[src/csd_shift_add_planner_defines.svh]
// Assertion macros for the CSD shift/add planner.
`ifndef CSD_SHIFT_ADD_PLANNER_DEFINES_SVH
`define CSD_SHIFT_ADD_PLANNER_DEFINES_SVH

`ifndef SYNTHESIS

// Same-cycle implication, sampled on clk, off while rst_n is low
`define CSD_ASSERT_IMP(label, ante, cons) \
    label: assert property (@(posedge clk) disable iff (!rst_n) (ante) |-> (cons)) \
        else $error("csd_shift_add_planner: same-cycle check failed");

// Next-cycle implication, sampled on clk, off while rst_n is low
`define CSD_ASSERT_NXT(label, ante, cons) \
    label: assert property (@(posedge clk) disable iff (!rst_n) (ante) |=> (cons)) \
        else $error("csd_shift_add_planner: next-cycle check failed");

`else

`define CSD_ASSERT_IMP(label, ante, cons)
`define CSD_ASSERT_NXT(label, ante, cons)

`endif

`endif

[src/csd_pkg.sv]
// Shared constants and types of the CSD shift/add planner.
package csd_pkg;

    // Width of the constant that is recoded
    localparam int CONST_WIDTH = 32;
    // Bits needed to name a digit position
    localparam int POS_W = $clog2(CONST_WIDTH);
    // At most this many steps are planned for one constant
    localparam int MAX_STEPS = 16;
    localparam int CNT_W = $clog2(MAX_STEPS + 1);

    // Widths of the item fields
    localparam int MULT_W = 31;
    localparam int FIELD_POS_W = 5;

    // Step operations
    typedef enum logic [1:0] {
        OP_MOVE = 2'd0,
        OP_ADD  = 2'd1,
        OP_SUB  = 2'd2
    } op_t;

    // Recoded digits handed from the recoder to the emitter
    typedef struct packed {
        logic [CONST_WIDTH-1:0] nz;
        logic [CONST_WIDTH-1:0] neg;
        logic [CNT_W-1:0]       count;
    } digits_t;

endpackage

[src/csd_recoder.sv]
// Bit-serial canonical signed digit recoder, LSB first, one position per cycle.
module csd_recoder import csd_pkg::*;
(
    input  logic                clk,
    input  logic                rst_n,
    input  logic                in_valid,
    output logic                in_stall,
    input  logic [MULT_W-1:0]   multiplier,
    output logic                dig_valid,
    input  logic                dig_ready,
    output digits_t             digits
);

    typedef enum logic [1:0] {
        ST_IDLE,
        ST_RUN,
        ST_HOLD
    } state_t;

    state_t                 state_reg,  state_next;
    logic [CONST_WIDTH-1:0] bits_reg,   bits_next;
    logic                   carry_reg,  carry_next;
    logic [CONST_WIDTH-1:0] nz_reg,     nz_next;
    logic [CONST_WIDTH-1:0] neg_reg,    neg_next;
    logic [CNT_W-1:0]       cnt_reg,    cnt_next;
    logic [POS_W-1:0]       idx_reg,    idx_next;

    logic b, bn, nz, neg, cn;

    // One recoding step on the current low bit
    assign b   = bits_reg[0];
    assign bn  = bits_reg[1];
    assign cn  = (b & bn) | (b & carry_reg) | (bn & carry_reg);
    assign nz  = b ^ carry_reg;
    assign neg = nz & bn;

    // Next-state logic
    always_comb
    begin
        state_next = state_reg;
        bits_next  = bits_reg;
        carry_next = carry_reg;
        nz_next    = nz_reg;
        neg_next   = neg_reg;
        cnt_next   = cnt_reg;
        idx_next   = idx_reg;
        unique case (state_reg)
            ST_IDLE:
            begin
                if (in_valid)
                begin
                    bits_next  = CONST_WIDTH'(multiplier);
                    carry_next = 1'b0;
                    cnt_next   = '0;
                    idx_next   = '0;
                    state_next = ST_RUN;
                end
            end
            ST_RUN:
            begin
                bits_next  = {1'b0, bits_reg[CONST_WIDTH-1:1]};
                carry_next = cn;
                nz_next    = {nz, nz_reg[CONST_WIDTH-1:1]};
                neg_next   = {neg, neg_reg[CONST_WIDTH-1:1]};
                if (nz && cnt_reg != CNT_W'(MAX_STEPS))
                begin
                    cnt_next = cnt_reg + 1'b1;
                end
                idx_next = idx_reg + 1'b1;
                if (idx_reg == POS_W'(CONST_WIDTH - 1))
                begin
                    state_next = ST_HOLD;
                end
            end
            ST_HOLD:
            begin
                if (dig_ready)
                begin
                    state_next = ST_IDLE;
                end
            end
            default:
            begin
                state_next = ST_IDLE;
            end
        endcase
    end

    // State and datapath registers
    always_ff @(posedge clk or negedge rst_n)
    begin
        if (!rst_n)
        begin
            state_reg <= ST_IDLE;
            bits_reg  <= '0;
            carry_reg <= 1'b0;
            nz_reg    <= '0;
            neg_reg   <= '0;
            cnt_reg   <= '0;
            idx_reg   <= '0;
        end
        else
        begin
            state_reg <= state_next;
            bits_reg  <= bits_next;
            carry_reg <= carry_next;
            nz_reg    <= nz_next;
            neg_reg   <= neg_next;
            cnt_reg   <= cnt_next;
            idx_reg   <= idx_next;
        end
    end

    assign in_stall     = (state_reg != ST_IDLE);
    assign dig_valid    = (state_reg == ST_HOLD);
    assign digits.nz    = nz_reg;
    assign digits.neg   = neg_reg;
    assign digits.count = cnt_reg;

endmodule

[src/csd_emitter.sv]
// Serial MSB-first digit scanner that issues one shift/add step per nonzero digit.
module csd_emitter import csd_pkg::*;
(
    input  logic                   clk,
    input  logic                   rst_n,
    input  logic                   dig_valid,
    output logic                   dig_ready,
    input  digits_t                digits,
    output logic                   out_valid,
    input  logic                   out_stall,
    output logic                   shift_right,
    output logic [FIELD_POS_W-1:0] shift_count,
    output logic [1:0]             operation,
    output logic [FIELD_POS_W-1:0] digit_position,
    output logic                   last,
    output logic                   busy
);

    typedef enum logic {
        ST_IDLE,
        ST_SCAN
    } state_t;

    state_t                 state_reg,   state_next;
    logic [CONST_WIDTH-1:0] nz_reg,      nz_next;
    logic [CONST_WIDTH-1:0] neg_reg,     neg_next;
    logic [CNT_W-1:0]       remain_reg,  remain_next;
    logic [POS_W-1:0]       pos_reg,     pos_next;
    logic [POS_W-1:0]       prev_reg,    prev_next;
    logic                   first_reg,   first_next;

    logic                   ov_reg,      ov_next;
    logic                   sr_reg,      sr_next;
    logic [FIELD_POS_W-1:0] amt_reg,     amt_next;
    op_t                    op_reg,      op_next;
    logic [FIELD_POS_W-1:0] dpos_reg,    dpos_next;
    logic                   last_reg,    last_next;

    logic top_nz, top_neg, can_load;

    assign top_nz   = nz_reg[CONST_WIDTH-1];
    assign top_neg  = neg_reg[CONST_WIDTH-1];
    assign can_load = !ov_reg || !out_stall;

    // Scan control and step formation
    always_comb
    begin
        state_next  = state_reg;
        nz_next     = nz_reg;
        neg_next    = neg_reg;
        remain_next = remain_reg;
        pos_next    = pos_reg;
        prev_next   = prev_reg;
        first_next  = first_reg;
        ov_next     = ov_reg && out_stall;
        sr_next     = sr_reg;
        amt_next    = amt_reg;
        op_next     = op_reg;
        dpos_next   = dpos_reg;
        last_next   = last_reg;
        unique case (state_reg)
            ST_IDLE:
            begin
                if (dig_valid)
                begin
                    nz_next     = digits.nz;
                    neg_next    = digits.neg;
                    remain_next = digits.count;
                    pos_next    = POS_W'(CONST_WIDTH - 1);
                    prev_next   = '0;
                    first_next  = 1'b1;
                    if (digits.count != '0)
                    begin
                        state_next = ST_SCAN;
                    end
                end
            end
            ST_SCAN:
            begin
                if (!top_nz || can_load)
                begin
                    nz_next  = {nz_reg[CONST_WIDTH-2:0], 1'b0};
                    neg_next = {neg_reg[CONST_WIDTH-2:0], 1'b0};
                    pos_next = pos_reg - 1'b1;
                end
                // Nonzero digit: issue a step once the output register is free
                if (top_nz && can_load)
                begin
                    ov_next = 1'b1;
                    if (first_reg)
                    begin
                        // First step: shift from position zero, move into result
                        sr_next  = (pos_reg == '0);
                        amt_next = FIELD_POS_W'(pos_reg);
                        op_next  = OP_MOVE;
                    end
                    else
                    begin
                        sr_next  = 1'b1;
                        amt_next = FIELD_POS_W'(prev_reg - pos_reg);
                        op_next  = top_neg ? OP_SUB : OP_ADD;
                    end
                    dpos_next   = FIELD_POS_W'(pos_reg);
                    last_next   = (remain_reg == CNT_W'(1));
                    prev_next   = pos_reg;
                    first_next  = 1'b0;
                    remain_next = remain_reg - 1'b1;
                    if (remain_reg == CNT_W'(1))
                    begin
                        state_next = ST_IDLE;
                    end
                end
            end
            default:
            begin
                state_next = ST_IDLE;
            end
        endcase
    end

    // State, scan registers and output register
    always_ff @(posedge clk or negedge rst_n)
    begin
        if (!rst_n)
        begin
            state_reg  <= ST_IDLE;
            nz_reg     <= '0;
            neg_reg    <= '0;
            remain_reg <= '0;
            pos_reg    <= '0;
            prev_reg   <= '0;
            first_reg  <= 1'b1;
            ov_reg     <= 1'b0;
            sr_reg     <= 1'b0;
            amt_reg    <= '0;
            op_reg     <= OP_MOVE;
            dpos_reg   <= '0;
            last_reg   <= 1'b0;
        end
        else
        begin
            state_reg  <= state_next;
            nz_reg     <= nz_next;
            neg_reg    <= neg_next;
            remain_reg <= remain_next;
            pos_reg    <= pos_next;
            prev_reg   <= prev_next;
            first_reg  <= first_next;
            ov_reg     <= ov_next;
            sr_reg     <= sr_next;
            amt_reg    <= amt_next;
            op_reg     <= op_next;
            dpos_reg   <= dpos_next;
            last_reg   <= last_next;
        end
    end

    assign dig_ready      = (state_reg == ST_IDLE);
    assign busy           = (state_reg != ST_IDLE) || ov_reg;
    assign out_valid      = ov_reg;
    assign shift_right    = sr_reg;
    assign shift_count    = amt_reg;
    assign operation      = op_reg;
    assign digit_position = dpos_reg;
    assign last           = last_reg;

endmodule

[src/csd_shift_add_planner.sv]
// Top level of the CSD shift/add planner: recoder, emitter and checks.
//
// Each input item is a positive constant; the block recodes it into canonical
// signed digits and issues one output item per nonzero digit, most significant
// first, telling how to shift the working multiplicand and whether to move,
// add or subtract it; the final item of a constant has last set, and a zero
// constant gives no items. Recoding runs one bit position per cycle through a
// shift register before the digits are handed over; the emitter then walks
// the 32 digit positions one per cycle and stops after the last nonzero
// digit, holding while out_stall is high. The recoder takes the next
// constant while the emitter still works on the previous one.
`include "csd_shift_add_planner_defines.svh"

module csd_shift_add_planner import csd_pkg::*;
(
    input  logic                   clk,
    input  logic                   rst_n,
    input  logic                   in_valid,
    output logic                   in_stall,
    input  logic [MULT_W-1:0]      multiplier,
    output logic                   out_valid,
    input  logic                   out_stall,
    output logic                   shift_right,
    output logic [FIELD_POS_W-1:0] shift_count,
    output logic [1:0]             operation,
    output logic [FIELD_POS_W-1:0] digit_position,
    output logic                   last
);

    logic    dig_valid;
    logic    dig_ready;
    digits_t digits;
    logic    em_busy;

    // Serial recoder
    csd_recoder u_recoder
    (
        .clk        (clk),
        .rst_n      (rst_n),
        .in_valid   (in_valid),
        .in_stall   (in_stall),
        .multiplier (multiplier),
        .dig_valid  (dig_valid),
        .dig_ready  (dig_ready),
        .digits     (digits)
    );

    // Digit scanner and output register
    csd_emitter u_emitter
    (
        .clk            (clk),
        .rst_n          (rst_n),
        .dig_valid      (dig_valid),
        .dig_ready      (dig_ready),
        .digits         (digits),
        .out_valid      (out_valid),
        .out_stall      (out_stall),
        .shift_right    (shift_right),
        .shift_count    (shift_count),
        .operation      (operation),
        .digit_position (digit_position),
        .last           (last),
        .busy           (em_busy)
    );

    // An accepted constant keeps the input stalled while it is recoded
    `CSD_ASSERT_NXT(a_stall_after_accept, in_valid && !in_stall, in_stall)
    // Every step after the first shifts right
    `CSD_ASSERT_IMP(a_later_steps_shift_right, out_valid && operation != OP_MOVE, shift_right)
    // A taken step that is not the last leaves the emitter working on the constant
    `CSD_ASSERT_NXT(a_more_steps_pending, out_valid && !out_stall && !last, em_busy)

endmodule
[config.mk]
export PLATFORM = sky130hd
export DESIGN_NAME = csd_shift_add_planner
export DESIGN_NICKNAME = d
export VERILOG_FILES = /design/src/csd_pkg.sv /design/src/csd_recoder.sv /design/src/csd_emitter.sv /design/src/csd_shift_add_planner.sv
export VERILOG_INCLUDE_DIRS = /design/src /design/src/src
export SDC_FILE = /design/constraint.sdc
export NUM_CORES = 1
export LEC_CHECK = 0
export BUFFER_PORTS_ARGS = -buffer_cell sky130_fd_sc_hd__buf_2
export CAP_MARGIN = 20
export CORE_MARGIN = 10
export CORE_UTILIZATION = 45
export DETAILED_ROUTE_END_ITERATION = 10
export PLACE_DENSITY_LB_ADDON = 0.15
export SYNTH_ARGS = -nofsm -noshare
export SYNTH_HDL_FRONTEND = slang
export SYNTH_HIERARCHICAL = 1
export SYNTH_SLANG_ARGS = --single-unit
[constraint.sdc]
create_clock -name clk -period 2.6 [get_ports clk]
set_clock_uncertainty 0.1 [all_clocks]
set_input_delay 0.52 -clock clk [delete_from_list [all_inputs] [get_ports clk]]
set_output_delay 0.52 -clock clk [all_outputs]
set_load 0.01 [all_outputs]
-- Word level (Yosys, flattened, before mapping)
Index checks and enable logic that the tools add are counted.
Widths: inputs -> output; s select.
- logic and storage cells: 105
- output and inout bits: 16
- bits of input ports: 35
- register bits: 205
- reductions and logical operators: 19
- bitwise operators: 8
- $add $sub $neg: 5
- equal/unequal tests: 12
- multiplexer cells: 41
- operators with widths (cell ; count):
    $pmux 32 s2 ; 3
    $mux 32 ; 5
    $pmux 5 s2 ; 5
    $mux 5 ; 9
    $add 5x1->5 const B ; 2
    $mux 1 ; 10
    $mux 2 ; 5
    $ne 2x2->1 const B ; 5
    $sub 5x1->5 const B ; 2
    $reduce_and 2->1 ; 4
    $pmux 1 s2 ; 3
    $pmux 2 s3 ; 1
    $reduce_and 3->1 ; 2
    $eq 5x1->1 const B ; 1
    $eq 5x5->1 const B ; 1
    $logic_not 5->1 ; 1
    $ne 5x5->1 const B ; 1
    $reduce_bool 5->1 ; 1
    $sub 5x5->5 ; 1
    $and 1x1->1 ; 4
    $ne 2x1->1 const B ; 2
    $reduce_bool 2->1 ; 2
    $logic_and 1x1->1 ; 3
    $logic_not 1->1 ; 3
    7 further kinds ; 9

-- Longest topological paths before layout
- depth in word-level cells: 5
- mapped depth: 9
- mapped depth without buffers: 9

-- By module
Netlist, hierarchy kept.
- modules (own cells, without submodules) (module ; sequential area each (sq um) ; area an instance (sq um) ; times used ; cells each):
    csd_emitter ; 2403.6 ; 4481.8 ; 1 ; 437
    csd_recoder ; 2702.6 ; 4448.0 ; 1 ; 511

-- Least setup slack after synthesis
Ideal clock, no wire load.
- path type: flip-flop to flip-flop
- start point: reg u_emitter.pos_reg[0]
- end point: reg u_emitter.amt_reg[4] (netlist: u_emitter/shift_count[4])
- cell stages (with the launch flop): 9
- data required time: 2.418 ns
- buffers on the path: 0
- clock period less this slack: 2.057 ns
- setup time: 0.082 ns
- arrival time: 1.875 ns
- path slack: 0.543 ns
- path through: dfrtp_1 > ha_1 > inv_1 > fa_1 > a21o_1 > a21oi_1 > xnor2_1 > or3_1 > a31oi_1
- cells in the longest elaborated chain, start to end: 2
- RTL lines (item ; RTL line ; text):
    start: declaration ; csd_emitter.sv:28 ; logic [POS_W-1:0] pos_reg, pos_next;
    start signal: assignment ; csd_emitter.sv:146 ; pos_reg <= pos_next;
    $sub 5x5->5 ; csd_emitter.sv:100 ; amt_next = FIELD_POS_W'(prev_reg - pos_reg);
    $mux 5 ; csd_emitter.sv:90 ; if (first_reg)
    end signal: assignment ; csd_emitter.sv:151 ; amt_reg <= amt_next;
    end: declaration ; csd_emitter.sv:34 ; logic [FIELD_POS_W-1:0] amt_reg, amt_next;
Every way passes these cells.
A chain may end at the register's enable or synchronous reset.

-- Worst setup path in the final report
Ends and elaborated chain as after synthesis.

==> impl_metrics.toml <==
[floorplan]
core_mm2 = 0.0195
die_h_um = 161
rows = 51
dieWidth_um = 161
io-pin-count = 51
start_util_pct = 45.9
dieArea_mm2 = 0.0259

[yosys]
synth_nets = 995
synthCells = 947
syn_area_per_cell_um2 = 9.42
yosys_warnings = 6
synthesis.area_mm2 = 0.00892

[pwr]
power-per-cell-area_mw_per_mm2 = 643
clockPowerShare_pct = 49.9
p_switching_uw = 1330
power.internal_uw = 5270
peakVddDrop_mv = 0.459
p_comb_share_pct = 1.8
p_seq_share_pct = 48.3
power.total_uw = 6610
swShare_pct = 20.2
power_leakage_uw = 0.00540

[run]
drv_cap = 0

[cts]
postCtsSetupBuffers = 0
clock-root-buffer = "clkbuf_16"
cts_tree = "done"
htree_num_levels = 1
numCtsBuffers = 23
cts.sinks = 204
clk_path_buf_depth = 3
clkSlewWorstSetupHoldPaths_ps = 60
clock_latency_ps = 500

[cells_and_area]
antennaDiodeCount = 0
post_route_cells_drive_above_1_share_pct = 11.2
syn_to_final_growth_pct = 15.2
layout.nets = 1032

[sta]
timing.setup.tns_ps = 0
min_period_ps = 2200
slew_headroom_pct = 60.1
fmax_mhz = 454
tightest_slew_ps = 599
min_period_over_period_pct = 84.7
setup_viol = 0
hold_viol = 0
rsz0062_at_grt = "no"
slew_viol_final = 0

[hold_path]
hold_depth = 3
hold_path_class = "in -> reg"

[worst_setup_path]
start_kind = "flop"
worst_setup_path_end_kind = "flop"
required_ps = 2920
ff2ff_path_depth = 8
worstPathMaxFanout = 6
slowest_delay_ps = 450
worst-setup-path-type = "reg -> reg"
arrival_ps = 2520
path_cells = "ha_1 > inv_1 > fa_1 > a21o_1 > a21oi_1 > xnor2_1 > or3_1 > a31oi_1"
crit_slowest_cell = "dfrtp_1"

[outcome]
status = "completed"

[global_route]
antenna_found_initial = 1
grt_pass1_wl_um = 31200
grt_pass1_vias = 6345
track_usage_pct = 13.8
grt_max_degree = 62
grt_overflow = 0

[routing]
post_drt_via_cell_ratio = 5.07
num_vias = 6416
drcViolationCount = 0
dr.pass1.iters = 4
drt-total-wl_um = 17500
drt-initial-drc-count = 388
ant_nets = 0
wire_per_inst_um = 13.9

[placed_design]
dpl.hpwl_um = 10700
port-buffer-count = 50
place.gp.congestion = 0.754
==> final cells by class <==
type | count | area, um^2
clock buffers | 37 | 708
clock inverters | 4 | 70.1
fillers | 1767 | 9180
inverters | 17 | 63.8
multi-input cells | 668 | 3510
flip-flops and latches | 204 | 5110
well taps | 265 | 332
repair buffers | 70 | 487
==> final timing paths <==
path	from	endpoint	slack [ps]
setup / recovery	u_emitter/pos_reg[0]$_DFFE_PN0P_	u_emitter/shift_count[4]$_DFFE_PN0P_	400
hold / removal	multiplier[30]	u_recoder/bits_reg[30]$_DFFE_PN0P_	140
setup reg to reg	u_emitter/pos_reg[0]$_DFFE_PN0P_	u_emitter/shift_count[4]$_DFFE_PN0P_	400
hold reg to reg	u_emitter/digit_position[4]$_DFFE_PN0P_	u_emitter/digit_position[4]$_DFFE_PN0P_	370
max in group asynchronous	rst_n	u_emitter/neg_reg[3]$_DFFE_PN0P_	1280
min in group asynchronous	rst_n	u_recoder/bits_reg[18]$_DFFE_PN0P_	410
==> power groups by stage <==
stage               sequential, uW  clock [uW]  combinational (uW)
floorplan                     3250           0                16.8
global placement              3250           0                 122
detailed placement            3250           0                 123
CTS                           3190        3380                 125
global route                  3190        3530                 140
finish                        3190        3290                 117
==> stage by stage <==
step | instance area [um^2] | hold WS [ps] | setup slack, ps | util [%] | std cells
2_1_floorplan | 8920 | 124 | 543 | - | 947
3_3_place_gp | 9490 | 352 | 452 | 48.8 | 1223
3_5_place_dp | 9490 | 360 | 426 | 48.8 | 1223
4_1_cts | 10300 | 120 | 396 | 52.8 | 1265
5_1_grt | 10300 | 156 | 266 | 52.8 | 1265
6_report | 10300 | 136 | 399 | 52.8 | 1265
==> worst max-delay path, delay by kind of cell (launching register included) <==
family          cells  cell delay (ps)
fa+ha+maj           2              610
compound gates      3              530
flops               1              450
simple gates        1              300
xor+xnor            1               90
buf+inv             1               50
==> routing by layer <==
layer | global-route usage [%] | routed length, um
met1 | 19.5 | 8700
met2 | 21.2 | 7880
met3 | 2.68 | 707
met4 | 3.56 | 240
met5 | 0 | 17
==> what timing repair did <==
action | in CTS | in global routing
gates resized for setup | 0 | 0
hold buffers | 1 | 0
hold endpoints to repair | 39 | 0
==> layout by cell type, fill, tap and decap left out, types with 9 or more instances in the layout <==
cell type,count
ha_1,12
nor2_1,38
a31oi_1,31
buf_2,49
dfrtp_1,202
nand3_1,18
a21oi_1,11
mux2i_1,63
clkbuf_16,23
nand2_1,350
clkbuf_8,9
buf_4,13
inv_1,17
o21ai_0,83
(Power assumes the default switching activity.)
